### src/rtl/whaq_ram.sv
// ----------------------------------------------------------------------------
// whaq_ram
// Generic single-port write, single-port read RAM with registered read.
// ----------------------------------------------------------------------------
module whaq_ram #(
  parameter int unsigned Width = 8,
  parameter int unsigned Depth = 16
) (
  input  logic                     clk_i,
  input  logic                     we_i,
  input  logic [$clog2(Depth)-1:0] waddr_i,
  input  logic [Width-1:0]         wdata_i,
  input  logic [$clog2(Depth)-1:0] raddr_i,
  output logic [Width-1:0]         rdata_o
);
  logic [Width-1:0] mem_q [Depth];

  always_ff @(posedge clk_i) begin
    if (we_i) begin
      mem_q[waddr_i] <= wdata_i;
    end
    rdata_o <= mem_q[raddr_i];
  end
endmodule

### config.mk
export PLATFORM = sky130hd
export DESIGN_NAME = whaq_ram
export DESIGN_NICKNAME = d
export VERILOG_FILES = /design/src/rtl/whaq_ram.sv
export SDC_FILE = /design/constraint.sdc
export NUM_CORES = 1
export LEC_CHECK = 0
export BUFFER_PORTS_ARGS = -buffer_cell sky130_fd_sc_hd__buf_4
export CAP_MARGIN = 5
export CORE_MARGIN = 4
export CORE_UTILIZATION = 50
export CTS_CLUSTER_SIZE = 30
export DETAILED_ROUTE_END_ITERATION = 8
export PLACE_DENSITY = 0.75
export SYNTH_ARGS = -nofsm -noshare
export SYNTH_HDL_FRONTEND = slang
export SYNTH_SLANG_ARGS = --single-unit
### constraint.sdc
create_clock -name clk_i -period 1.7 [get_ports clk_i]
set_input_delay 0.17 -clock clk_i [delete_from_list [all_inputs] [get_ports clk_i]]
set_output_delay 0.17 -clock clk_i [all_outputs]
set_load 0.005 [all_outputs]
======== Word level (Yosys, flattened, before mapping) ========
Memory sizes are Yosys's and may differ from the RTL's. A register that Yosys moved wholly into a read port is not among the register bits.
Index checks and enable logic that the tools add are counted.
storage, ports and cells
  bits in registers ....................... 0
  bits in writable memories ............... 128
  input bits .............................. 18
  memories ................................ 1
cells by class
  mux-type cells .......................... 2
memories
  memory  depth  bits a word  read ports  clocked after Yosys merged registers in  wr ports  RTL line  RTL
  mem_q   16     8            1           1                                        1         16        logic [Width-1:0] mem_q [Depth];
operators by type and width
  kind    number
  $mux 1  2

======== Longest topological paths before layout ========
  depth in word-level cells ............... 2
  mapped depth ............................ 5
  depth with buffers taken out ............ 3

======== Worst setup path before layout ========
No wires, ideal clock.
  kind .................................... input port to flip-flop
  start point ............................. in waddr_i[2]
  end point ............................... mem mem_q[0][0], enable pin
  arrival time ............................ 1280 ps
  required time ........................... 1317 ps
  setup slack ............................. 37 ps
  stages on the path ...................... 2
  buffers on the path ..................... 0
  cell sequence ........................... or3b_2 > nor3_1
RTL lines
  what                RTL line  RTL
  start: declaration  11        input logic [$clog2(Depth)-1:0] waddr_i,
  end: declaration    16
No word-level cell before the write port.

==> impl_metrics.yaml <==
hold_path:
  hp-start: "waddr_i[0]"
  min_to: "mem_q[8][4]"
  hp-class: "input port to flop"
  min_delay_path_depth: 3
routing:
  drt-pass1-iter-count: 4
  wl_per_cell_um: 22.0
  initialDrtViolationCount: 154
  antenna_left: 0
  viasPerCell: 5.53
  drc: 0
  vias: 2434
  postRouteWirelength_um: 9690
power:
  seq_power_share: 0.495
  p_leak_nw: 2.15
  p_comb_frac: 0.052
  intPower_w: 0.00617
  clockPowerShare: 0.453
  p_sw_w: 0.00145
  powerDensity_nw_per_um2: 1210
  ir_drop_uv: 918
  swShare: 0.191
synthesis:
  synth_nets: 247
  netlist_area_um2: 5150
  ys_seq_area_frac: 0.778
  yosysWarnings: 0
  synth_cells: 229
  synth_top_area_frac: 0.747
  ys_ff_latch: 136
  ys.flop_type: "edfxtp_1"
  yosys.area.top_type: "edfxtp_1"
  synthDistinctLibCells: 19
  postSynthAreaPerCell_um2: 22.5
  synth_edf_count: 128
  netlist_top_cells_area: "edfxtp_1, mux4_2, mux4_1"
  synth-async-reset-ratio: 0
worst_setup_path:
  crit_slowest_cell: "mux4_1"
  critical_path_required_ns: 2.08
  r2r-end: "rdata_o[5]"
  crit_type: "flop to flop"
  cp-start-kind: "flop"
  max_stage_delay_ns: 0.55
  path_buf_inv: 0
  regToRegSetupSlack_ns: 0.27
  crit_arrival_ns: 1.81
  path_delay_family: "multiplexers"
  crit_chain: "mux4_1 > a22oi_1 > nand2_1"
  rr_worst_depth: 3
  path_max_fanout: 1
  rr_startpoint: "mem_q[9][5]"
  end_kind: "flop"
timing:
  setup_ws_ns: 0.268
  fmax_ghz: 0.698
  finalSetupViolations: 0
  period_share: 0.842
  fin_crit_ns: 1.43
  max_slew_margin: 0.728
  hold_ws_ns: 0.197
  finClkSkew_ns: 0.00484
  drv_slew: 0
  worst_slew_pin_slew_ns: 0.408
  finalHoldViolations: 0
  tns_ns: 0
  rsz0062_at_grt: "false"
floorplanning:
  rows: 36
  fp.dieH_um: 109
  core_area_um2: 9910
  io_pins: 26
  initial_core_util: 0.519
  dieArea_um2: 12000
  die_x_um: 109
clocking:
  post_cts_buffers: 0
  cts_sinks: 136
  cts.repair.resized: 0
  cts_buffer_depth: 2
  clk_latency_ns: 0.50
  cts_root_buf: "clkbuf_8"
  htree_levels: 4
  clkTransAtPathRegs_ns: 0.06
  cts_tree: "done"
  cts_inserted_buffers: 17
global_route:
  grt_pass1_vias: 2572
  antenna_found_initial: 0
  grt_first_pass_wirelength_um: 15100
  grt_start_max_net_pins: 17
  grt_util_all_layers: 0.183
  gr-total-overflow: 0
placed_design:
  place.gp.congestion: 0.710
  dp.cells: 400
  port_buffers: 25
  pre_cts_ws_ns: 0.0517
  dp.final_hpwl_um: 6010
job:
  drv_cap: 0
finish:
  drive_gt1_frac: 0.300
  n_antenna_cell: 0
  num-nets-final: 312
  synthToLayoutAreaGrowth_pct: 22.0
  final_util: 0.634
  final_cell_mix: "edfxtp_1, buf_4, mux4_2"
  stdcell_count: 440
  final_common_cell: "edfxtp_1"
run_status:
  outcome: "finished clean"
==> worst min-delay path: stages <==
cell	delay, ns
buf_4	0.12
nor3_1	0.05
buf_4	0.18
==> state kept, by name, summed over array words and instances (netlist names) <==
register	cells
mem_q	128
rdata_o	8
==> cell usage after synthesis (all sizes together) (2+ instances only) <==
cell type	instances
buf	7
nand2	9
nand3b	2
dfxtp	8
nand2b	2
mux4	32
nor3	4
clkdlybuf4s25	3
nor2	13
a22oi	16
edfxtp	128
==> cells by family after synthesis <==
group,synth area share
and+or+nand+nor,0.0318
buffers and inverters,0.0168
muxes,0.150
AOI/OAI and AO/OA,0.0233
DFF,0.778
==> stage by stage <==
stage	instance area, um2	total power, W
floorplan	5150	0.00403
global placement	5640	0.00421
detailed placement	5640	0.00422
CTS	6280	0.00767
global route	6280	0.00788
finish	6280	0.00762
==> how the worst max path moves through the flow <==
stage | startpoint | end | cells past startpoint
global route | mem_q[9][5] | rdata_o[5] | 3
global placement | raddr_i[0] | rdata_o[5] | 5
detailed placement | raddr_i[0] | rdata_o[5] | 5
CTS | mem_q[9][5] | rdata_o[5] | 3
finish | mem_q[9][5] | rdata_o[5] | 3
floorplan | waddr_i[2] | mem_q[0][0] | 2
==> area by class of cell <==
cell class              count  area, um2
clock buffers              23        437
clock inverters             9        126
fillers                   662       3630
multi-input cells          83       1060
flip-flops and latches    136       4000
well taps                 133        166
repair buffers             56        490
==> metal layers <==
layer	GRT usage	share of wire
met1	0.255	0.41
met4	0.0614	0.0032
met5	0	0
met2	0.284	0.52
met3	0.0493	0.073
==> repair_timing <==
action / 4_1_cts / 5_1_grt
setup endpoints to repair: 0 / 0
hold buffers: 8 / 0
endpoints found under the hold margin: 128 / 0
==> power by group through the flow <==
stage | clock network, W | registers [W] | logic [W]
CTS | 0.00350 | 0.00378 | 0.000399
finish | 0.00345 | 0.00377 | 0.000393
global placement | 0 | 0.00384 | 0.000373
detailed placement | 0 | 0.00384 | 0.000381
floorplan | 0 | 0.00384 | 0.000190
global route | 0.00367 | 0.00378 | 0.000427
(Power assumes the default switching activity.)
