`src/rtl/whaq_pkg.sv`:
```
// ----------------------------------------------------------------------------
// whaq_pkg
// Shared types and constants for the window height average query block.
// ----------------------------------------------------------------------------
package whaq_pkg;

  localparam int unsigned MaxPoints = 4096;
  localparam int unsigned CoordBits = 24;
  localparam int unsigned IdxBits   = $clog2(MaxPoints);
  localparam int unsigned CntBits   = IdxBits + 1;
  localparam int unsigned SumBits   = CoordBits + IdxBits + 1;
  localparam int unsigned PtBits    = 3 * CoordBits + 1;

  localparam logic signed [CoordBits-1:0] CoordMax = {1'b0, {(CoordBits-1){1'b1}}};
  localparam logic signed [CoordBits-1:0] CoordMin = {1'b1, {(CoordBits-1){1'b0}}};

  typedef enum logic [1:0] {
    CmdLoad  = 2'd0,
    CmdClear = 2'd1,
    CmdQuery = 2'd2,
    CmdNone  = 2'd3
  } cmd_e;

  typedef struct packed {
    logic [1:0]                  command;
    logic signed [CoordBits-1:0] coord_x;
    logic signed [CoordBits-1:0] coord_y;
    logic signed [CoordBits-1:0] coord_z;
    logic                        z_present;
    logic [CoordBits-2:0]        radius;
  } in_item_t;

  typedef struct packed {
    logic signed [CoordBits-1:0] out_x;
    logic signed [CoordBits-1:0] out_y;
    logic signed [CoordBits-1:0] height;
    logic                        height_ok;
  } out_item_t;

  // query job passed from front to back
  typedef struct packed {
    logic signed [CoordBits-1:0] qx;
    logic signed [CoordBits-1:0] qy;
    logic [CoordBits-2:0]        radius;
    logic                        in_bounds;
    logic [CntBits-1:0]          count;
  } job_t;

  typedef enum logic [2:0] {
    BkIdle, BkRead, BkScan, BkDiv, BkOut
  } bk_state_e;

endpackage

```
`src/rtl/whaq_front.sv`:
```
// ----------------------------------------------------------------------------
// whaq_front
// Accepts items, writes loads into the point store, keeps the bounds and the
// count, and queues query jobs for the back end.
// ----------------------------------------------------------------------------
module whaq_front import whaq_pkg::*; (
  input  logic               clk_i,
  input  logic               rst_ni,
  input  logic               in_valid_i,
  output logic               in_ready_o,
  input  in_item_t           in_item_i,
  input  logic               busy_i,
  output logic               job_valid_o,
  output job_t               job_o,
  output logic               we_o,
  output logic [IdxBits-1:0] waddr_o,
  output logic [PtBits-1:0]  wdata_o
);
  logic [CntBits-1:0] count_q, count_d;
  logic signed [CoordBits-1:0] min_x_q, max_x_q, min_y_q, max_y_q;
  logic signed [CoordBits-1:0] min_x_d, max_x_d, min_y_d, max_y_d;
  logic acc, full;

  // store must not change while a scan runs
  assign in_ready_o = !busy_i;
  assign acc        = in_valid_i && in_ready_o;
  assign full       = count_q == CntBits'(MaxPoints);

  assign we_o    = acc && (in_item_i.command == CmdLoad) && !full;
  assign waddr_o = count_q[IdxBits-1:0];
  assign wdata_o = {in_item_i.coord_x, in_item_i.coord_y, in_item_i.coord_z,
                    in_item_i.z_present};

  assign job_valid_o      = acc && (in_item_i.command == CmdQuery);
  assign job_o.qx         = in_item_i.coord_x;
  assign job_o.qy         = in_item_i.coord_y;
  assign job_o.radius     = in_item_i.radius;
  assign job_o.count      = count_q;
  assign job_o.in_bounds  = in_item_i.coord_x >= min_x_q && in_item_i.coord_x <= max_x_q
                         && in_item_i.coord_y >= min_y_q && in_item_i.coord_y <= max_y_q;

  always_comb begin
    count_d = count_q;
    min_x_d = min_x_q;
    max_x_d = max_x_q;
    min_y_d = min_y_q;
    max_y_d = max_y_q;
    if (we_o) begin
      count_d = count_q + 1'b1;
      if (in_item_i.coord_x < min_x_q) min_x_d = in_item_i.coord_x;
      if (in_item_i.coord_x > max_x_q) max_x_d = in_item_i.coord_x;
      if (in_item_i.coord_y < min_y_q) min_y_d = in_item_i.coord_y;
      if (in_item_i.coord_y > max_y_q) max_y_d = in_item_i.coord_y;
    end else if (acc && in_item_i.command == CmdClear) begin
      count_d = '0;
      min_x_d = CoordMax;
      max_x_d = CoordMin;
      min_y_d = CoordMax;
      max_y_d = CoordMin;
    end
  end

  always_ff @(posedge clk_i or negedge rst_ni) begin
    if (!rst_ni) begin
      count_q <= '0;
      min_x_q <= CoordMax;
      max_x_q <= CoordMin;
      min_y_q <= CoordMax;
      max_y_q <= CoordMin;
    end else begin
      count_q <= count_d;
      min_x_q <= min_x_d;
      max_x_q <= max_x_d;
      min_y_q <= min_y_d;
      max_y_q <= max_y_d;
    end
  end

  a_count_range: assert property (@(posedge clk_i) disable iff (!rst_ni)
    count_q <= CntBits'(MaxPoints)) else $error("count overflow");
  a_no_accept_busy: assert property (@(posedge clk_i) disable iff (!rst_ni)
    busy_i |-> !we_o && !job_valid_o) else $error("accept while busy");
  a_full_drop: assert property (@(posedge clk_i) disable iff (!rst_ni)
    full |-> !we_o) else $error("write into full store");
endmodule

```
`config.mk`:
```
export PLATFORM = sky130hd
export DESIGN_NAME = whaq_front
export DESIGN_NICKNAME = d
export VERILOG_FILES = /design/src/rtl/whaq_pkg.sv /design/src/rtl/whaq_front.sv
export SDC_FILE = /design/constraint.sdc
export NUM_CORES = 1
export LEC_CHECK = 0
export BUFFER_PORTS_ARGS = -buffer_cell sky130_fd_sc_hd__buf_2
export CAP_MARGIN = 40
export CORE_AREA = 3 3 144 146
export DETAILED_ROUTE_END_ITERATION = 12
export DIE_AREA = 0 0 147 149
export MAX_ROUTING_LAYER = met4
export PLACE_DENSITY = 0.7
export SLEW_MARGIN = 20
export SYNTH_ARGS = -nofsm -noshare
export SYNTH_HDL_FRONTEND = slang
export SYNTH_SLANG_ARGS = --single-unit
```
`constraint.sdc`:
```
create_clock -name clk_i -period 2.5 [get_ports clk_i]
set_input_delay 0.125 -clock clk_i [delete_from_list [all_inputs] [get_ports clk_i]]
set_output_delay 0.125 -clock clk_i [all_outputs]
set_load 0.03 [all_outputs]
```
# Word level (Yosys, flattened, before mapping)
# Cells that the tools add are included.
dict set report totals {
  in_bits 102
  word_cells 49
  regBits 109
}
dict set report classes {
  n_reduce_logical 16
  eq_ne 7
  addsub 1
  muxes 12
  magnitude_cmp 8
}
# cell count
set ops {}
lappend ops {{$mux 24} 10}
lappend ops {{$ge 24x24->1} 2}
lappend ops {{$gt 24x24->1} 2}
lappend ops {{$le 24x24->1} 2}
lappend ops {{$lt 24x24->1} 2}
lappend ops {{$mux 13} 2}
lappend ops {{$add 13x1->13 const B} 1}
lappend ops {{$eq 13x13->1 const B} 1}
lappend ops {{$logic_and 1x1->1} 8}
lappend ops {{$ne 2x1->1 const B} 4}
lappend ops {{$reduce_and 2->1} 4}
lappend ops {{$eq 2x1->1 const B} 1}
lappend ops {{$eq 2x2->1 const B} 1}
lappend ops {{$logic_not 1->1} 2}
lappend ops {{$logic_not 2->1} 1}
lappend ops {{$reduce_bool 2->1} 1}

# Depth between registers and ports, before layout
dict set report depth {
  ltp_word 6
  depth_mapped 10
}

# Worst setup path before layout
# Ideal clock, no wire load.
dict set report synth_timing {
  path_type {reg-to-output}
  startpoint {reg min_y_q[1]}
  endpoint {out job_o[13] (netlist name)}
  path_buffers 0
  path_slack_ns -1.129
  arrival_ns 3.504
  stages_incl_launch_ff 10
  path_cell_list {dfstp_2 inv_1 ha_1 nor2b_1 o211ai_2 a21oi_1 o31a_1 nor4b_4 xnor2_1 a2111oi_0}
}
# item line
set synth_rtl {}
lappend synth_rtl {{start, declared} whaq_front.sv:20} ;# logic signed [CoordBits-1:0] min_x_q, max_x_q, min_y_q, max_y_q;
lappend synth_rtl {{start signal, assigned} whaq_front.sv:68} ;# min_y_q <= CoordMax;
lappend synth_rtl {{start signal, assigned} whaq_front.sv:74} ;# min_y_q <= min_y_d;
lappend synth_rtl {{end, declared} whaq_front.sv:14} ;# output job_t job_o,

==> qor.csv <==
stage;metric;value;unit
status;status;finished with violations;
status;violations;negative setup slack;
sta;tns;-27.30;ns
worst_setup_path;crit_path_start_kind;flip-flop;
logic_synthesis;synthCells;929;
cts;cts_buffer_depth;2;
global_routing;grt_overflow_total;0;
global_routing;grt_max_degree;52;
detailed_routing;first_pass_iters;4;
sta;tightest_slew;0.6847;ns
sta;clock_skew;0.01423;ns
cts;h-tree-depth;3;
detailed_routing;via_per_inst;5.007;
worst_setup_path;crit_fanout;3;
sta;rsz0062_at_grt;yes;
detailed_routing;drt-initial-drc-count;260;
sta;maxSlewViolCount;0;
layout;fin_nets;1237;
global_routing;grtUsageTotal;19.45;%
flow_run;maxCapViolations;0;
die;num_io_pins;275;
sta;setup_viol;97;
worst_setup_path;arrival;2.81;ns
die;die_y;149;µm
cts;clk_latency;0.35;ns
logic_synthesis;synth_edf_count;0;
power_and_ir_drop;leakagePower;5.453;nW
worst_setup_path;timing.rr.start;min_x_q[1]$_DFFE_PN1P_;
sta;post-route-min-period;2.933;ns
global_routing;grt_pass1_wl;33580;µm
logic_synthesis;synth-seq-area-share;31.68;%
worst_setup_path;r2r_end;min_x_q[3]$_DFFE_PN1P_;
worst_hold_path;min_path_cells;3;
logic_synthesis;synth_ff_type;dfrtp_1;
logic_synthesis;syn_area_per_cell;9.471;µm²
global_routing;antenna_found_initial;1;
logic_synthesis;synth.top_cells.by_count;158 x buf_4, 117 x inv_1, 98 x ha_1, 93 x a21oi_1, 78 x nand2_1;
worst_hold_path;hp-start;in_item_i[60];
power_and_ir_drop;ir_drop;0.3652;mV
worst_hold_path;hold_class;in2reg;
cts;path_clk_slew;0.07;ns
logic_synthesis;synth_area_leaders;dfrtp_1 17%, dfstp_2 14%, ha_1 14%;
detailed_routing;antenna_left;0;
sta;hold_violations;0;
cts;clockRootBuffer;clkbuf_16;
logic_synthesis;ys_seq_elements;109;
logic_synthesis;synth_top_area_share;17.35;%
logic_synthesis;post-synth-top-count-cell;buf_4;
worst_setup_path;reg2regPathDepth;12;
detailed_routing;drc;0;
sta;finalCritPeriodShare;117.3;%
worst_setup_path;end_kind;primary output;
logic_synthesis;synth_top_area_cell;dfrtp_1;
worst_hold_path;min_to;min_y_q[12]$_DFFE_PN1P_;
die;die_w;147;µm
logic_synthesis;ys_warn_count;0;
place;portBuffers;178;
logic_synthesis;synthArstFlopShare;100.0;%
sta;fmax;340.9;MHz
sta;holdWs;0.03353;ns
place;dp_hpwl;14660;µm
place;gp_congestion;0.8059;
detailed_routing;num_vias;6539;
detailed_routing;avgRoutedWirePerCell;15.93;µm
die;rows;51;
cts;cts_inserted_buffers;9;
global_routing;first_global_vias;6606;
power_and_ir_drop;p_per_area;800.4;nW/µm²
die;start_util;45.06;%
logic_synthesis;synth_nets;1129;
logic_synthesis;synth.distinct_cells;45;
die;core_area;19530;µm²
layout;drive_above_1_share;42.02;%
layout;syn2layout_area_growth;16.48;%
worst_setup_path;cp.required;2.38;ns
cts;cts_sinks;109;
sta;setup_slack;-0.4334;ns
worst_setup_path;path_class;reg2out;
worst_setup_path;r2r_slack;-0.38;ns
die;die-area;21900;µm²
cts;cts_tree;built;
logic_synthesis;syn_area;8798;µm²
detailed_routing;finalWirelength;20800;µm
sta;slew-limit-headroom;54.35;%
==> repair_timing <==
item | 4_1_cts | 5_1_grt
pin swaps | 22 | 16
setup endpoints to repair | 97 | 97
gates cloned | 5 | 1
endpoints found under the hold margin | 18 | 0
hold buffers | 1 | 0
resized for setup | 53 | 18
setup buffers | 20 | 5
==> cell usage in the layout, fill, tap and decap left out, types with 42 or more instances in the layout <==
master,count
mux2_4,54
dfstp_2,48
inv_1,113
ha_1,90
buf_4,73
mux2i_1,42
buf_2,176
nand2_1,77
a21oi_1,89
dfrtp_1,59
==> worst max-delay path: stages, from the launching register on <==
cell and delay (ns):
dfstp_2 0.53, inv_1 0.07, ha_4 0.28, nand4_1 0.18
nor4_2 0.24, buf_4 0.17, o31a_1 0.20, nor4b_4 0.08
mux2i_2 0.21, a2111oi_4 0.29, buf_4 0.21
==> cell families (layout without fill, tap and decap cells) <==
| kind of cell | after synthesis | after routing | synth area share (%) |
|---|---|---|---|
| buffers and inverters | 301 | 412 | 20.12 |
| AND/OR/NAND/NOR | 168 | 168 | 10.01 |
| AO/OA/AOI/OAI | 147 | 147 | 9.414 |
| flip-flops | 109 | 109 | 31.68 |
| multiplexers | 103 | 103 | 14.53 |
| adder cells (fa/ha/maj) | 98 | 98 | 13.94 |
| XOR/XNOR | 3 | 3 | 0.2987 |
| other | 0 | 1 | 0 |
==> area by class of cell <==
class,count,area (µm²)
Fill cell,1790,9278
Multi-Input combinational cell,519,4501
Sequential cell,109,2790
Timing Repair Buffer,280,1901
Inverter,118,442.9
Tap cell,265,331.6
Clock buffer,10,229.0
Clock inverter,4,51.30
Antenna cell,1,2.502
==> where the power goes <==
| part | internal, mW | leakage (nW) | switching (mW) |
|---|---|---|---|
| combinational | 1.97 | 4.00 | 2.02 |
| clock | 0.768 | 0.134 | 0.669 |
| sequential | 2.53 | 1.32 | 0.245 |
| total | 5.27 | 5.45 | 2.94 |
==> state kept, by name (all words and copies together) (netlist names) <==
name     cells
max_x_q     24
max_y_q     24
min_x_q     24
min_y_q     24
count_q     13
==> through the flow <==
| step | worst slack, ns | total power [mW] | std cells | util (%) | instance area [µm²] |
|---|---|---|---|---|---|
| finish | -0.4334 | 8.203 | 1306 | 52.49 | 10250 |
| global route | -0.5569 | 8.856 | 1306 | 52.49 | 10250 |
| CTS | -0.4988 | 8.167 | 1306 | 52.42 | 10240 |
| detailed placement | -0.2962 | 6.416 | 1267 | 48.34 | 9439 |
| global placement | -0.2407 | 6.267 | 1267 | 48.34 | 9439 |
| floorplan | -0.1724 | 5.606 | 929 | - | 8867 |
==> worst max-delay path by stage <==
stage                                 start                       to  slack (ns)  cells after the start
floorplan            min_x_q[1]$_DFFE_PN1P_  min_x_q[10]$_DFFE_PN1P_       -0.17                     10
global placement    min_x_q[21]$_DFFE_PN1P_                job_o[13]       -0.24                     10
detailed placement  min_x_q[21]$_DFFE_PN1P_  min_x_q[16]$_DFFE_PN1P_       -0.30                     11
CTS                  min_y_q[1]$_DFFE_PN1P_                job_o[13]       -0.50                     10
global route        max_x_q[23]$_DFFE_PN1P_                job_o[13]       -0.56                     10
finish              max_x_q[23]$_DFFE_PN1P_                job_o[13]       -0.43                     10
==> routing by layer <==
layer	track usage, %	wire, µm
met5	-	0
met4	5.732	348
met3	2.856	928
met2	31.69	9817
met1	25.37	9709
No activity file was read; power rests on OpenSTA's default activity.
