$ cat config.mk
export PLATFORM = sky130hd
export DESIGN_NAME = whaq_back
export DESIGN_NICKNAME = d
export VERILOG_FILES = /design/src/rtl/whaq_pkg.sv /design/src/rtl/whaq_back.sv
export SDC_FILE = /design/constraint.sdc
export NUM_CORES = 1
export LEC_CHECK = 0
export BUFFER_PORTS_ARGS = -buffer_cell sky130_fd_sc_hd__buf_2
export CELL_PAD_IN_SITES_DETAIL_PLACEMENT = 2
export CELL_PAD_IN_SITES_GLOBAL_PLACEMENT = 2
export CORE_MARGIN = 10
export CORE_UTILIZATION = 41
export CTS_CLUSTER_SIZE = 10
export DETAILED_ROUTE_END_ITERATION = 16
export PLACE_DENSITY = 0.83
export SLEW_MARGIN = 10
export SYNTH_ARGS = -nofsm -noshare
export SYNTH_HDL_FRONTEND = slang
export SYNTH_SLANG_ARGS = --single-unit
$ cat constraint.sdc
create_clock -name clk_i -period 16.1 [get_ports clk_i]
set_input_delay 4.025 -clock clk_i [delete_from_list [all_inputs] [get_ports clk_i]]
set_output_delay 4.025 -clock clk_i [all_outputs]
set_load 0.02 [all_outputs]
$ cat src/rtl/whaq_pkg.sv
// ----------------------------------------------------------------------------
// whaq_pkg
// Shared types and constants for the window height average query block.
// ----------------------------------------------------------------------------
package whaq_pkg;

  localparam int unsigned MaxPoints = 4096;
  localparam int unsigned CoordBits = 24;
  localparam int unsigned IdxBits   = $clog2(MaxPoints);
  localparam int unsigned CntBits   = IdxBits + 1;
  localparam int unsigned SumBits   = CoordBits + IdxBits + 1;
  localparam int unsigned PtBits    = 3 * CoordBits + 1;

  localparam logic signed [CoordBits-1:0] CoordMax = {1'b0, {(CoordBits-1){1'b1}}};
  localparam logic signed [CoordBits-1:0] CoordMin = {1'b1, {(CoordBits-1){1'b0}}};

  typedef enum logic [1:0] {
    CmdLoad  = 2'd0,
    CmdClear = 2'd1,
    CmdQuery = 2'd2,
    CmdNone  = 2'd3
  } cmd_e;

  typedef struct packed {
    logic [1:0]                  command;
    logic signed [CoordBits-1:0] coord_x;
    logic signed [CoordBits-1:0] coord_y;
    logic signed [CoordBits-1:0] coord_z;
    logic                        z_present;
    logic [CoordBits-2:0]        radius;
  } in_item_t;

  typedef struct packed {
    logic signed [CoordBits-1:0] out_x;
    logic signed [CoordBits-1:0] out_y;
    logic signed [CoordBits-1:0] height;
    logic                        height_ok;
  } out_item_t;

  // query job passed from front to back
  typedef struct packed {
    logic signed [CoordBits-1:0] qx;
    logic signed [CoordBits-1:0] qy;
    logic [CoordBits-2:0]        radius;
    logic                        in_bounds;
    logic [CntBits-1:0]          count;
  } job_t;

  typedef enum logic [2:0] {
    BkIdle, BkRead, BkScan, BkDiv, BkOut
  } bk_state_e;

endpackage

$ cat src/rtl/whaq_back.sv
// ----------------------------------------------------------------------------
// whaq_back
// Scans the stored points for one query, sums the valid heights in the
// window and divides by the hit count one quotient bit per cycle.
// ----------------------------------------------------------------------------
module whaq_back import whaq_pkg::*; (
  input  logic               clk_i,
  input  logic               rst_ni,
  input  logic               job_valid_i,
  input  job_t               job_i,
  output logic               busy_o,
  output logic [IdxBits-1:0] raddr_o,
  input  logic [PtBits-1:0]  rdata_i,
  output logic               out_valid_o,
  input  logic               out_ready_i,
  output out_item_t          out_item_o
);
  bk_state_e state_q, state_d;
  job_t job_q;
  logic job_pend_q;
  logic [CntBits-1:0] idx_q;
  logic signed [SumBits-1:0] sum_q;
  logic [CntBits-1:0] n_q;
  logic [SumBits-1:0] rem_q, quo_q;
  logic [$clog2(SumBits+1)-1:0] bit_q;
  logic neg_q;
  logic signed [CoordBits-1:0] px, py, pz;
  logic pok, hit;
  logic signed [CoordBits:0] dx, dy;
  logic [CoordBits:0] adx, ady;
  logic [SumBits:0] trial;
  logic signed [CoordBits-1:0] res_h;
  logic ok;
  logic out_load;
  logic out_valid_q;
  out_item_t out_q;

  // short job queue: one entry holds a query until the back end takes it up
  assign busy_o = job_pend_q || state_q != BkIdle;
  assign raddr_o = idx_q[IdxBits-1:0];
  assign {px, py, pz, pok} = rdata_i;

  assign dx  = (CoordBits+1)'(px) - (CoordBits+1)'(job_q.qx);
  assign dy  = (CoordBits+1)'(py) - (CoordBits+1)'(job_q.qy);
  assign adx = dx[CoordBits] ? (CoordBits+1)'(-dx) : (CoordBits+1)'(dx);
  assign ady = dy[CoordBits] ? (CoordBits+1)'(-dy) : (CoordBits+1)'(dy);
  assign hit = pok && adx <= (CoordBits+1)'(job_q.radius)
                   && ady <= (CoordBits+1)'(job_q.radius);

  assign trial = {rem_q, quo_q[SumBits-1]} - (SumBits+1)'(n_q);
  assign res_h = neg_q ? CoordBits'(-quo_q) : CoordBits'(quo_q);

  // output register takes the result once it is free
  assign out_load = state_q == BkOut && (!out_valid_q || out_ready_i);

  always_comb begin
    state_d = state_q;
    unique case (state_q)
      BkIdle: if (job_pend_q) state_d = (job_q.in_bounds && job_q.count != '0) ? BkRead : BkOut;
      BkRead: state_d = BkScan;
      BkScan: if (idx_q == job_q.count) state_d = (n_q != '0 || hit) ? BkDiv : BkOut;
      BkDiv:  if (bit_q == '0) state_d = BkOut;
      BkOut:  if (out_load) state_d = BkIdle;
      default: state_d = BkIdle;
    endcase
  end

  always_ff @(posedge clk_i or negedge rst_ni) begin
    if (!rst_ni) begin
      state_q     <= BkIdle;
      job_pend_q  <= 1'b0;
      out_valid_q <= 1'b0;
    end else begin
      state_q <= state_d;
      if (job_valid_i) job_pend_q <= 1'b1;
      else if (state_q == BkIdle) job_pend_q <= 1'b0;
      if (out_load) out_valid_q <= 1'b1;
      else if (out_ready_i) out_valid_q <= 1'b0;
    end
  end

  always_ff @(posedge clk_i) begin
    if (job_valid_i) job_q <= job_i;
    if (out_load) begin
      out_q.out_x     <= job_q.qx;
      out_q.out_y     <= job_q.qy;
      out_q.height    <= ok ? res_h : '0;
      out_q.height_ok <= ok;
    end
    unique case (state_q)
      BkIdle: begin
        idx_q <= '0;
        sum_q <= '0;
        n_q   <= '0;
      end
      BkRead: idx_q <= idx_q + 1'b1;
      BkScan: begin
        // data for entry idx_q-1 is at the RAM output
        if (hit) begin
          sum_q <= sum_q + SumBits'(pz);
          n_q   <= n_q + 1'b1;
        end
        if (idx_q != job_q.count) idx_q <= idx_q + 1'b1;
        neg_q <= sum_q[SumBits-1] ^ (hit & pz[CoordBits-1] & 1'b0);
        rem_q <= '0;
        bit_q <= ($clog2(SumBits+1))'(SumBits);
      end
      BkDiv: begin
        if (bit_q == ($clog2(SumBits+1))'(SumBits)) begin
          neg_q <= sum_q[SumBits-1];
          quo_q <= sum_q[SumBits-1] ? SumBits'(-sum_q) : SumBits'(sum_q);
          rem_q <= '0;
          bit_q <= bit_q - 1'b1;
        end else begin
          if (!trial[SumBits]) begin
            rem_q <= trial[SumBits-1:0];
            quo_q <= {quo_q[SumBits-2:0], 1'b1};
          end else begin
            rem_q <= {rem_q[SumBits-2:0], quo_q[SumBits-1]};
            quo_q <= {quo_q[SumBits-2:0], 1'b0};
          end
          bit_q <= bit_q - 1'b1;
        end
      end
      BkOut: ;
      default: ;
    endcase
  end

  // during the division bit_q counts SumBits down to 0
  assign ok = job_q.in_bounds && n_q != '0;
  assign out_valid_o = out_valid_q;
  assign out_item_o  = out_q;

  a_idx_range: assert property (@(posedge clk_i) disable iff (!rst_ni)
    state_q == BkScan |-> idx_q <= job_q.count) else $error("scan index past count");
  a_hits_le: assert property (@(posedge clk_i) disable iff (!rst_ni)
    state_q == BkScan |-> n_q < idx_q) else $error("hit count ahead of scan");
  a_out_hold: assert property (@(posedge clk_i) disable iff (!rst_ni)
    out_valid_o && !out_ready_i |=> out_valid_o) else $error("result dropped");
endmodule

=== After elaboration in Yosys (flattened, before gate mapping) ===
Cells that the tools add are included.

* Bits in registers: 307
* Bits in latches: 0
* Bits in writable memories: 0
* Memory bits (read-only): 0
* Input port bits: 162
* Output and inout port bits: 87
* Logic and storage cells: 98
* Memories: 0

* Add/sub/neg operators: 11
* Multipliers: 0
* Div/mod/pow operators: 0
* Order comparisons: 2
* Equal/unequal tests: 14
* Shift-type cells: 0
* Multiplexer cells: 29
* Bitwise logic cells: 0
* Reduce and logical (&&, ||, !) cells: 23

{| class="wikitable"
|+ Operators by type and width
! cell !! number
|-
| 37-bit 2-to-1 mux || 5
|-
| 37-bit case mux with 2 select lines || 2
|-
| 25-bit by 23-bit <= comparator with 1-bit output || 2
|-
| 25-bit 2-to-1 mux || 2
|-
| 25-bit negation || 2
|-
| 24-bit by 24-bit subtractor with 25-bit output || 2
|-
| 13-bit case mux with 3 select lines || 1
|-
| 38-bit by 13-bit subtractor with 38-bit output || 1
|-
| 37-bit by 24-bit adder with 37-bit output || 1
|-
| 37-bit negation || 1
|-
| 13-bit by 1-bit adder with 13-bit output (second input constant) || 2
|-
| 13-bit 2-to-1 mux || 2
|-
| 13-bit case mux with 2 select lines || 1
|-
| 13-bit nonzero test || 2
|-
| 24-bit 2-to-1 mux || 1
|-
| 24-bit negation || 1
|-
| 3-bit 2-to-1 mux || 6
|-
| 3-bit case mux with 5 select lines || 1
|-
| 2-bit != test (second input constant) || 7
|-
| 13-bit == test || 1
|-
| 13-bit != test || 1
|-
| 6-bit case mux with 2 select lines || 1
|-
| 2-bit nonzero test || 4
|-
| 3-bit by 2-bit == test with 1-bit output (second input constant) || 2
|-
| 14 further kinds || 28
|}

=== Longest topological paths before layout ===
Gate-level depths: netlist of run 1.

* Depth in word-level cells: 10
* Depth in mapped cells: 26
* Mapped depth without buffers: 26

=== Least setup slack after synthesis of run 1 ===
Ideal clock, no wire load.

* Path kind: input port to flip-flop
* From: in rdata_i[25]
* To: reg n_q[0] (enable)
* Setup time: 0.453 ns
* Arrival: 10.478 ns
* Data required time: 15.647 ns
* Path slack: 5.169 ns
* Cell stages on the path: 24
* Path buffers: 0
* Cells stage by stage: inv_1 > ha_1 > inv_1 > fa_1 > a211oi_1 > o21a_1 > o31a_1 > o21ai_1 > a211oi_1 > nand3_1 > or3_1 > nor2_1 > a21oi_1 > xor2_1 > ha_1 > a211oi_1 > nand2_1 > a2111oi_0 > o21ai_0 > o211ai_1 > and4b_1 > o31ai_1 > or3_4 > a211oi_2

* Longest elaborated chain between the ends: 7

{| class="wikitable"
|+ Ends and longest elaborated chain
! item !! RTL line !! RTL
|-
| from (decl) || whaq_back.sv:13 || <nowiki>input logic [PtBits-1:0] rdata_i,</nowiki>
|-
| 24-bit by 24-bit subtractor with 25-bit output (*) || whaq_back.sv:44 || <nowiki>assign dy = (CoordBits+1)'(py) - (CoordBits+1)'(job_q.qy);</nowiki>
|-
| 25-bit negation || whaq_back.sv:46 || <nowiki>assign ady = dy[CoordBits] ? (CoordBits+1)'(-dy) : (CoordBits+1)'(dy);</nowiki>
|-
| 25-bit 2-to-1 mux (*) || whaq_back.sv:46 ||
|-
| 25-bit by 23-bit <= comparator with 1-bit output (*) || whaq_back.sv:48 || <nowiki>&& ady <= (CoordBits+1)'(job_q.radius);</nowiki>
|-
| 1-bit logical AND (*) || whaq_back.sv:48 ||
|-
| 2-bit != test (no source line) (*) || -- ||
|-
| 2-bit AND reduction (no source line) (*) || -- ||
|-
| to (signal assigned) || whaq_back.sv:101 || <nowiki>n_q <= n_q + 1'b1;</nowiki>
|-
| to (decl) || whaq_back.sv:23 || <nowiki>logic [CntBits-1:0] n_q;</nowiki>
|}

Mark *: on every way between the ends. The rest lies on a longest branch, timed or not.
A chain may end at the register's enable or synchronous reset.

=== Worst setup path in the final report of run 1 ===
* From: in rdata_i[49]
* To: reg sum_q[23] (enable)

* Longest elaborated chain between the ends: 8

{| class="wikitable"
|+ Ends and longest elaborated chain
! item !! RTL line !! RTL
|-
| 24-bit by 24-bit subtractor with 25-bit output (*) || whaq_back.sv:43 || <nowiki>assign dx = (CoordBits+1)'(px) - (CoordBits+1)'(job_q.qx);</nowiki>
|-
| 25-bit negation || whaq_back.sv:45 || <nowiki>assign adx = dx[CoordBits] ? (CoordBits+1)'(-dx) : (CoordBits+1)'(dx);</nowiki>
|-
| 25-bit 2-to-1 mux (*) || whaq_back.sv:45 ||
|-
| 25-bit by 23-bit <= comparator with 1-bit output (*) || whaq_back.sv:47 || <nowiki>assign hit = pok && adx <= (CoordBits+1)'(job_q.radius)</nowiki>
|-
| 1-bit logical AND (*) || whaq_back.sv:47 ||
|-
| 1-bit logical AND (*) || whaq_back.sv:48 ||
|-
| 2-bit != test (no source line) (*) || -- ||
|-
| 2-bit AND reduction (no source line) (*) || -- ||
|-
| to (signal assigned) || whaq_back.sv:100 || <nowiki>sum_q <= sum_q + SumBits'(pz);</nowiki>
|-
| to (decl) || whaq_back.sv:22 || <nowiki>logic signed [SumBits-1:0] sum_q;</nowiki>
|}

Marks and branches as above.

==> results of run 1 <==
## stage by stage
step / hold slack [ns] / utilization [%] / instances
2_1_floorplan: 0.424 / - / 2004
3_3_place_gp: 0.431 / 45.2 / 2858
3_5_place_dp: 0.439 / 45.2 / 2858
4_1_cts: 0.452 / 47.6 / 2920
5_1_grt: 0.465 / 47.6 / 2921
6_report: 0.449 / 47.6 / 2921
## cells by family (layout without fill, tap and decap cells)
| group | Yosys count | after routing |
|---|---|---|
| simple gates | 668 | 668 |
| flops | 307 | 307 |
| xor+xnor | 219 | 219 |
| other cells | 0 | 1 |
| fa+ha+maj | 157 | 157 |
| compound gates | 435 | 435 |
| mux | 22 | 22 |
| buf+inv | 196 | 448 |
## registers in the layout (all words and copies together), names as in the netlist
| name | count |
|---|---|
| job_pend_q | 1 |
| idx_q | 13 |
| bit_q | 6 |
| neg_q | 1 |
| out_item_o | 73 |
| state_q | 3 |
| out_valid_o | 1 |
| n_q | 13 |
| sum_q | 37 |
| rem_q | 37 |
| quo_q | 37 |
| job_q | 85 |
## placed cells by master (no fill, tap or decap), drive strengths merged, types with 13 or more instances in the layout
cell / count
a211oi: 21
a21o: 41
a21oi: 99
a31oi: 23
and3: 29
buf: 258
clkbuf: 51
edfxtp: 302
ha: 153
inv: 129
mux2i: 19
nand2: 157
nand2b: 25
nand3: 54
nand4: 27
nor2: 200
nor2b: 28
nor3: 46
nor4: 21
o211ai: 13
o21a: 22
o21ai: 119
o31ai: 25
or3: 18
or4: 16
xnor2: 101
xor2: 118
## layer usage
metal,vias up,track usage (%),share of wire [%]
li1,7760,-,-
met1,8255,25.1,41
met2,248,40.8,53
met3,98,3.21,3.0
met4,0,6.38,2.6
met5,-,0,0
## path summary, 6_finish.rpt
path | startpoint | end | slack (ns) | cells after the start
setup reg to reg | job_q[61]$_DFFE_PP_ | sum_q[23]$_SDFFCE_PN0P_ | 9.03 | 24
hold / removal | job_q[47]$_DFFE_PP_ | out_item_o[35]$_DFFE_PP_ | 0.45 | 0
setup / recovery | rdata_i[49] | sum_q[23]$_SDFFCE_PN0P_ | 5.88 | 26
min in group asynchronous | rst_ni | out_valid_o$_DFFE_PN0P_ | 3.27 | 1
max in group asynchronous | rst_ni | state_q[2]$_DFFE_PN0P_ | 12.67 | 1
hold reg to reg | job_q[47]$_DFFE_PP_ | out_item_o[35]$_DFFE_PP_ | 0.45 | 0
## power breakdown
part	switching, mW	leakage (nW)	total, mW	internal, mW
clock network	0.349	0.565	0.826	0.476
logic	1.03	6.04	1.68	0.650
registers	0.229	2.97	1.40	1.17
## cell type report
cell class	count	share of cell area, %
timing repair buffer	258	5.66
antenna	1	0.0107
tap	664	3.57
inverter	128	2.06
clock buffer	51	4.56
multi-input combinational	1501	44.3
sequential	307	39.5
clock inverter	11	0.387
==> results.cfg, run 1 <==
[die]
dieArea_um2 = 58700
die_w_um = 242
core.rowCount = 81
start_util_pct = 41.4
die_h_um = 242
pin_count = 249
core_um2 = 49000

[sta]
setup_viol_count_final = 0
rsz0062_at_grt = no
drv_slew = 0
finalHoldViolCount = 0
maxSlewHeadroom_pct = 21.1
tightestPinTransition_ns = 1.18
fmax_mhz = 97.9
finClkSkew_ns = 0.0171
fin_tns_setup_ns = 0
post-route-min-period_ns = 10.22
period_share_pct = 63.5
setup_ws_ns = 5.88

[final_layout]
design_area_um2 = 23300
drive_gt1_share_pct = 15.4
area_growth_pct = 14.9
fillers = 5215
multi_input_area_um2 = 10300
nets = 2554
seqCellArea_um2 = 9190

[cts]
clk_pin_slew_ns = 0.06
cts_made_buffers = 39
root_buffer = clkbuf_16
ctsResizeCount = 0
tritoncts = yes
postCtsSetupRepairBufs = 0
clock-sinks = 307
cts_hold_buf = 0
cts_buffer_depth = 3
h-tree-depth = 2
clkLatencyLatePin_ns = 0.57

[drt]
routed_wl_um = 65300
ant_nets = 0
drc = 0
drt-pass1-iter-count = 5
wire_per_inst_um = 22.4
avgViaCountPerCell = 5.60
num_vias = 16400
first_iter_violations = 768

[synth]
syn_nets = 2323
synth_largest_area_cell = edfxtp_1
synthTopCellsByArea = edfxtp_1 45%, ha_1 9.4%, xor2_1 5.1%
synth-compound-area-share_pct = 13.9
synth_edf_count = 302
avgSynthCellArea_um2 = 10.1
synth_seq_cells = 307
ys_types = 87
async_flop_share_pct = 1.63
synth_common_cells = 302 x edfxtp_1, 200 x nor2_1, 156 x nand2_1
muxShareOfSynthArea_pct = 1.10
yosysMostFrequentCell = edfxtp_1
synth-simple-area-share_pct = 16.4
synth_top_family_by_area = simple AND/OR/NAND/NOR gates
synth_xor_xnor_area_share_pct = 9.50
yosys_warnings = 0
syn_inst = 2004
synth_top_area_share_pct = 44.7
yosysSeqAreaShare_pct = 45.4
synth_area_um2 = 20300
synthFlopType = edfxtp_1
synth-adder-area-share_pct = 9.84

[power_and_ir_drop]
p_leak_nw = 9.58
power.density_nw_per_um2 = 168
p_total_mw = 3.90
ir_drop_v = 0.0000722

[critical_path]
arrival_ns = 10.42
criticalPathCategory = in2reg
start_kind = primary input
cp-end-kind = flip-flop
cp.required_ns = 16.30
cp_num_buf_inv = 3
path_delay_family = compound AO/OA/AOI/OAI gates
critPathMaxFanout = 50
critical_path.most_common_cell = a21oi_1
slowest_stage = a31oi_1
slowest_delay_ns = 0.85

[global_routing]
track_usage_pct = 21.8
grt_pass1_vias = 18300
grt_max_degree = 75
grt_pass1_wl_um = 104000
grt_overflow = 0
grt_antenna_before_repair = 1

[placement]
gp_congestion = 0.817
io_buffers = 248
dp_slack_ns = 5.40
dpl_cell_area_um2 = 22100
dp_hpwl_um = 49800

[min_path]
hp-class = reg2reg

[outcome]
status = completed

[flow_run]
maxCapViolCount = 0
(Power assumes the default switching activity.)
==> inputs of run 2 (changes only) <==
ABC_AREA = 1   (was unset)
CORE_UTILIZATION = 32   (was 41)
PLACE_DENSITY = 0.74   (was 0.83)
clock period = 8.19 ns   (was 16.1 ns; I/O delays follow)
==> run 2 against run 1 <==
Largest cell class unchanged. Flip-flop and latch count stayed put. Clock-buffer cell count down 5. Die area grew 35%. First-iteration DRC count increased by 21%.
==> results.cfg, run 2 <==
[outcome]
status = completed

[die]
dieArea_um2 = 79300
die_w_um = 282
die_h_um = 282
start_util_pct = 32.4
core.rowCount = 95
pin_count = 249
core_um2 = 67500

[power_and_ir_drop]
p_sw_mw = 3.24
p_leak_nw = 11.7
power_frac_seq_pct = 33.8
combPwrFrac_pct = 43.5
switching_share_pct = 43.5
ir_drop_v = 0.000137
clkPwrFrac_pct = 22.7
power.density_nw_per_um2 = 294
p_int_mw = 4.21

[placement]
dp_hpwl_um = 60100
placed_cells = 3838
io_buffers = 248
gp_congestion = 0.833

[sta]
setup_viol_count_final = 0
post-route-min-period_ns = 6.82
maxSlewHeadroom_pct = 38.3
finalHoldViolCount = 0
drv_slew = 0
fin_tns_setup_ns = 0
period_share_pct = 83.3
fmax_mhz = 147
tightestPinTransition_ns = 0.926
rsz0062_at_grt = no
finClkSkew_ns = 0.0283

[drt]
avgViaCountPerCell = 5.04
wire_per_inst_um = 19.1
first_iter_violations = 931
ant_nets = 0
routed_wl_um = 74800
drc = 0
met3WireLength_um = 2550
drt-met1-wl_um = 31800
routed.top_layer = met4
dr_wl_met2_um = 38900
num_vias = 19700
drt-pass1-iter-count = 5

[critical_path]
slowest_delay_ns = 0.60
arrival_ns = 7.01
critPathMaxFanout = 50
critical_path.most_common_cell = nand2_1
start_kind = primary input
criticalPathCategory = in2reg
cp.required_ns = 8.38
cp-end-kind = flip-flop
slowest_stage = buf_4

[global_routing]
track_usage_pct = 18.7
grt_antenna_before_repair = 2
grt_max_degree = 71
grt_pass1_wl_um = 120000
grt_overflow = 0
grt_pass1_vias = 21900

[cts]
ctsResizeCount = 0
clk_pin_slew_ns = 0.06
postCtsSetupRepairBufs = 0
clock-sinks = 307
cts_buffer_depth = 3
cts_made_buffers = 41
clkLatencyLatePin_ns = 0.58
tritoncts = yes
cts_hold_buf = 0
h-tree-depth = 2
root_buffer = clkbuf_16

[synth]
synthFlopType = edfxtp_1
synth_seq_cells = 307
synth_edf_count = 302
synthTopCellsByArea = edfxtp_1 41%, nand2_1 10%, ha_1 8.7%
yosys_warnings = 0
ys_types = 58
synth_largest_area_cell = edfxtp_1
synth_top_area_share_pct = 41.4
yosysSeqAreaShare_pct = 42.0
synth_area_um2 = 21900
yosysMostFrequentCell = nand2_1
async_flop_share_pct = 1.63
syn_inst = 2745
syn_nets = 3064
avgSynthCellArea_um2 = 7.97
synth_common_cells = 591 x nand2_1, 453 x inv_1, 302 x edfxtp_1

[flow_run]
maxCapViolCount = 0

[min_path]
hp-class = reg2reg

[final_layout]
drive_gt1_share_pct = 14.1
area_growth_pct = 15.8
mostFrequentLayoutCells = 591 x nand2_1, 453 x inv_1, 302 x edfxtp_1
largest_register = job_q
largest_reg_flops = 85
final_cells = 3905
final_common_cell = nand2_1
nets = 3327
-- run 2: cell count changes in the layout (fill, tap and decap cells not counted), sizes merged, moves of 21 or more --
cell | before | now
a21oi | 99 | 226
nand2 | 157 | 627
nand3 | 54 | 113
inv | 129 | 473
and3 | 29 | 8
nor2 | 200 | 291
a21o | 41 | 7
nand2b | 25 | 0
nor2b | 28 | 0
o21ai | 119 | 172
xnor2 | 101 | 27
xor2 | 118 | 74
-- run 2: cell type report --
cell class	count	area, um2
well taps	873	1090
clock buffers	46	1040
repair buffers	259	1330
inverters	474	1780
diodes	1	2.50
flip-flops and latches	307	9190
multi-input cells	1925	10700
clock inverters	20	166
fillers	7828	42200
-- run 2: logic make-up (layout without fill, tap and decap cells) --
kind of cell    count (synthesis)  count (layout)  share of synthesized area (%)
buf+inv                       513             799                           9.04
other cells                     0               1                              0
fa+ha+maj                     157             157                           9.11
flops                         307             307                           42.0
simple gates                 1198            1198                           24.2
xor+xnor                      101             101                           4.08
compound gates                469             469                           11.6
-- run 2: final timing paths --
| path | start | endpoint | slack [ns] | cells after the start |
|---|---|---|---|---|
| min in group asynchronous | rst_ni | out_valid_o$_DFFE_PN0P_ | 1.33 | 1 |
| setup reg to reg | job_q[61]$_DFFE_PP_ | sum_q[25]$_SDFFCE_PN0P_ | 2.61 | 29 |
| max in group asynchronous | rst_ni | job_pend_q$_DFFE_PN0P_ | 6.66 | 1 |
| hold / removal | job_q[60]$_DFFE_PP_ | out_item_o[48]$_DFFE_PP_ | 0.44 | 0 |
| setup / recovery | rdata_i[25] | sum_q[25]$_SDFFCE_PN0P_ | 1.37 | 30 |
| hold reg to reg | job_q[60]$_DFFE_PP_ | out_item_o[48]$_DFFE_PP_ | 0.44 | 0 |
-- run 2: metal layers --
layer	vias up	global-route usage (%)
li1	9630	-
met4	0	4.35
met1	9730	22.0
met5	-	0
met2	225	35.1
met3	87	2.68
-- run 2: critical path, delay by kind of cell --
kind	cells	cell delay [ns]
AOI/OAI and AO/OA	2	0.25
xor gates and xnor gates	1	0.14
adders and majority gates	3	0.89
buffers and inverters	6	1.09
and+or+nand+nor	18	2.50
-- run 2: stage by stage --
stage                     area, um2  power, mW  worst slack, ns  hold WS, ns  util (%)
after detailed placement      24100       5.82            0.779        0.436      35.8
after CTS                     25300       7.57             1.31        0.437      37.5
after global routing          25400       8.09            0.736        0.452      37.5
final                         25400       7.45             1.37        0.438      37.5
after floorplan               21900       4.74           0.0396        0.424         -
after global placement        24100       5.60             1.00        0.438      35.8
-- run 2: power by group through the flow --
stage               clock, mW  combinational, mW  sequential, mW
finish                   1.69               3.24            2.52
global route             1.81               3.71            2.57
CTS                      1.75               3.29            2.53
detailed placement          0               3.26            2.55
global placement            0               3.06            2.53
floorplan                   0               2.24            2.50
==> inputs of run 3 (changes only) <==
CORE_UTILIZATION = 36   (was 32)
PLACE_DENSITY = 0.79   (was 0.74)
clock period = 6.7 ns   (was 8.19 ns; I/O delays follow)
==> run 3 against run 2 <==
Total power increased by 24%. Via count grew 0.81%. Clock skew up 0.0090 ns. Setup slack got worse by 0.88 ns. Die area down 10%. Sequential share of layout area barely moved. Flip-flop and latch count unchanged. Clock power grew 22%. Combinational power up 25%. Utilization grew 4.6 points. Critical endpoint is now sum_q[30]$_SDFFCE_PN0P_. Largest power group unchanged. Highest routed layer unchanged.
==> results.cfg, run 3 (synthesized netlist as in run 2, its figures left out) <==
[outcome]
status = completed

[power_and_ir_drop]
p_leak_nw = 11.7
clkPwrFrac_pct = 22.4
ir_drop_v = 0.000265
switching_share_pct = 43.7
power.density_nw_per_um2 = 363
combPwrFrac_pct = 44.1
power_frac_seq_pct = 33.5
p_int_mw = 5.19
p_sw_mw = 4.03

[placement]
dp_hpwl_um = 60900
io_buffers = 248
dp_slack_ns = -0.0320
gp_congestion = 0.857
placed_cells = 3757

[die]
die_h_um = 267
pin_count = 249
start_util_pct = 36.3
die_w_um = 267
core_um2 = 60200
dieArea_um2 = 71100
core.rowCount = 90

[final_layout]
final_cells = 3828
nets = 3338
mostFrequentLayoutCells = 591 x nand2_1, 453 x inv_1, 302 x edfxtp_1
fin_util_pct = 42.1
area_growth_pct = 15.9
largest_register = job_q
largest_reg_flops = 85
fillers = 6961
drive_gt1_share_pct = 14.3
final_common_cell = nand2_1

[cts]
tritoncts = yes
h-tree-depth = 2
cts_buffer_depth = 3
ctsResizeCount = 0
cts_made_buffers = 41
postCtsSetupRepairBufs = 0
clk_pin_slew_ns = 0.06
clock-sinks = 307
cts_hold_buf = 0
clkLatencyLatePin_ns = 0.59
root_buffer = clkbuf_16

[sta]
maxSlewHeadroom_pct = 47.4
finClkSkew_ns = 0.0373
fmax_mhz = 161
rsz0062_at_grt = no
setup_viol_count_final = 0
finalHoldViolCount = 0
period_share_pct = 92.7
fin_tns_setup_ns = 0
tightestPinTransition_ns = 0.789
setup_ws_ns = 0.486
post-route-min-period_ns = 6.21
drv_slew = 0

[critical_path]
arrival_ns = 6.48
cp-end-kind = flip-flop
cp.required_ns = 6.97
critPathMaxFanout = 9
start_kind = primary input
criticalPathCategory = in2reg
critical_path.most_common_cell = nor2_1
slowest_stage = fa_1
slowest_delay_ns = 0.58

[drt]
num_vias = 19800
routed_wl_um = 75900
wire_per_inst_um = 19.8
first_iter_violations = 847
drt-pass1-iter-count = 5
drc = 0
ant_nets = 0
avgViaCountPerCell = 5.18

[min_path]
hp-class = reg2reg

[flow_run]
maxCapViolCount = 0

[global_routing]
track_usage_pct = 21.2
grt_max_degree = 71
grt_antenna_before_repair = 3
grt_pass1_wl_um = 122000
grt_pass1_vias = 22400
grt_overflow = 0
-- run 3: cell types whose count changed in the layout (fill, tap and decap cells not counted), moves of 2 or more --
cell,previous run,this run
buf_4,12,20
clkinv_2,6,3
clkbuf_1,5,10
inv_16,1,3
buf_12,0,3
-- run 3: path summary, 6_finish.rpt --
kind                                     start                  endpoint  slack (ns)  cells after the start
setup reg to reg           job_q[61]$_DFFE_PP_   sum_q[30]$_SDFFCE_PN0P_        1.27                     27
max in group asynchronous               rst_ni    state_q[1]$_DFFE_PN0P_        5.59                      1
hold / removal             job_q[58]$_DFFE_PP_  out_item_o[46]$_DFFE_PP_        0.45                      0
hold reg to reg            job_q[58]$_DFFE_PP_  out_item_o[46]$_DFFE_PP_        0.45                      0
setup / recovery                   rdata_i[49]   sum_q[30]$_SDFFCE_PN0P_        0.49                     29
min in group asynchronous               rst_ni    job_pend_q$_DFFE_PN0P_        0.93                      1
-- run 3: final cells by class --
cell class / count / area [um2] / share of cell area (%)
Multi-Input combinational cell: 1925 / 10700 / 42.4
Sequential cell: 307 / 9190 / 36.2
Inverter: 474 / 1780 / 7.01
Timing Repair Buffer: 270 / 1450 / 5.70
Clock buffer: 51 / 1060 / 4.19
Tap cell: 782 / 978 / 3.86
Clock inverter: 18 / 155 / 0.612
Antenna cell: 1 / 2.50 / 0.00987
-- run 3: critical path: cells and delay by family --
kind	cells	cell delay (ns)
AO/OA/AOI/OAI	3	0.72
XOR/XNOR	1	0.26
adder cells (fa/ha/maj)	4	1.31
buffers and inverters	6	0.58
AND/OR/NAND/NOR	15	1.93
-- run 3: power groups by stage --
stage                     Clock [mW]  Sequential, mW  Combinational, mW
after floorplan                    0            3.04               2.75
after global placement             0            3.08               3.79
after detailed placement           0            3.12               4.06
after CTS                       2.12            3.09               4.11
after global routing            2.19            3.15               4.62
final                           2.07            3.09               4.06
-- run 3: metrics by stage --
step / total power [mW] / hold WS [ns] / instance area (um2)
5_1_grt: 9.96 / 0.464 / 25400
2_1_floorplan: 5.79 / 0.424 / 21900
4_1_cts: 9.32 / 0.448 / 25300
6_report: 9.22 / 0.448 / 25400
3_3_place_gp: 6.88 / 0.437 / 24100
3_5_place_dp: 7.18 / 0.439 / 24100
-- run 3: per-layer routing --
layer,share of wire [%],global-route usage (%),wire (um)
met5,0,0,0
met4,2.3,5.80,1720
met3,3.1,2.94,2350
met2,53,40.5,40400
met1,41,24.1,31400
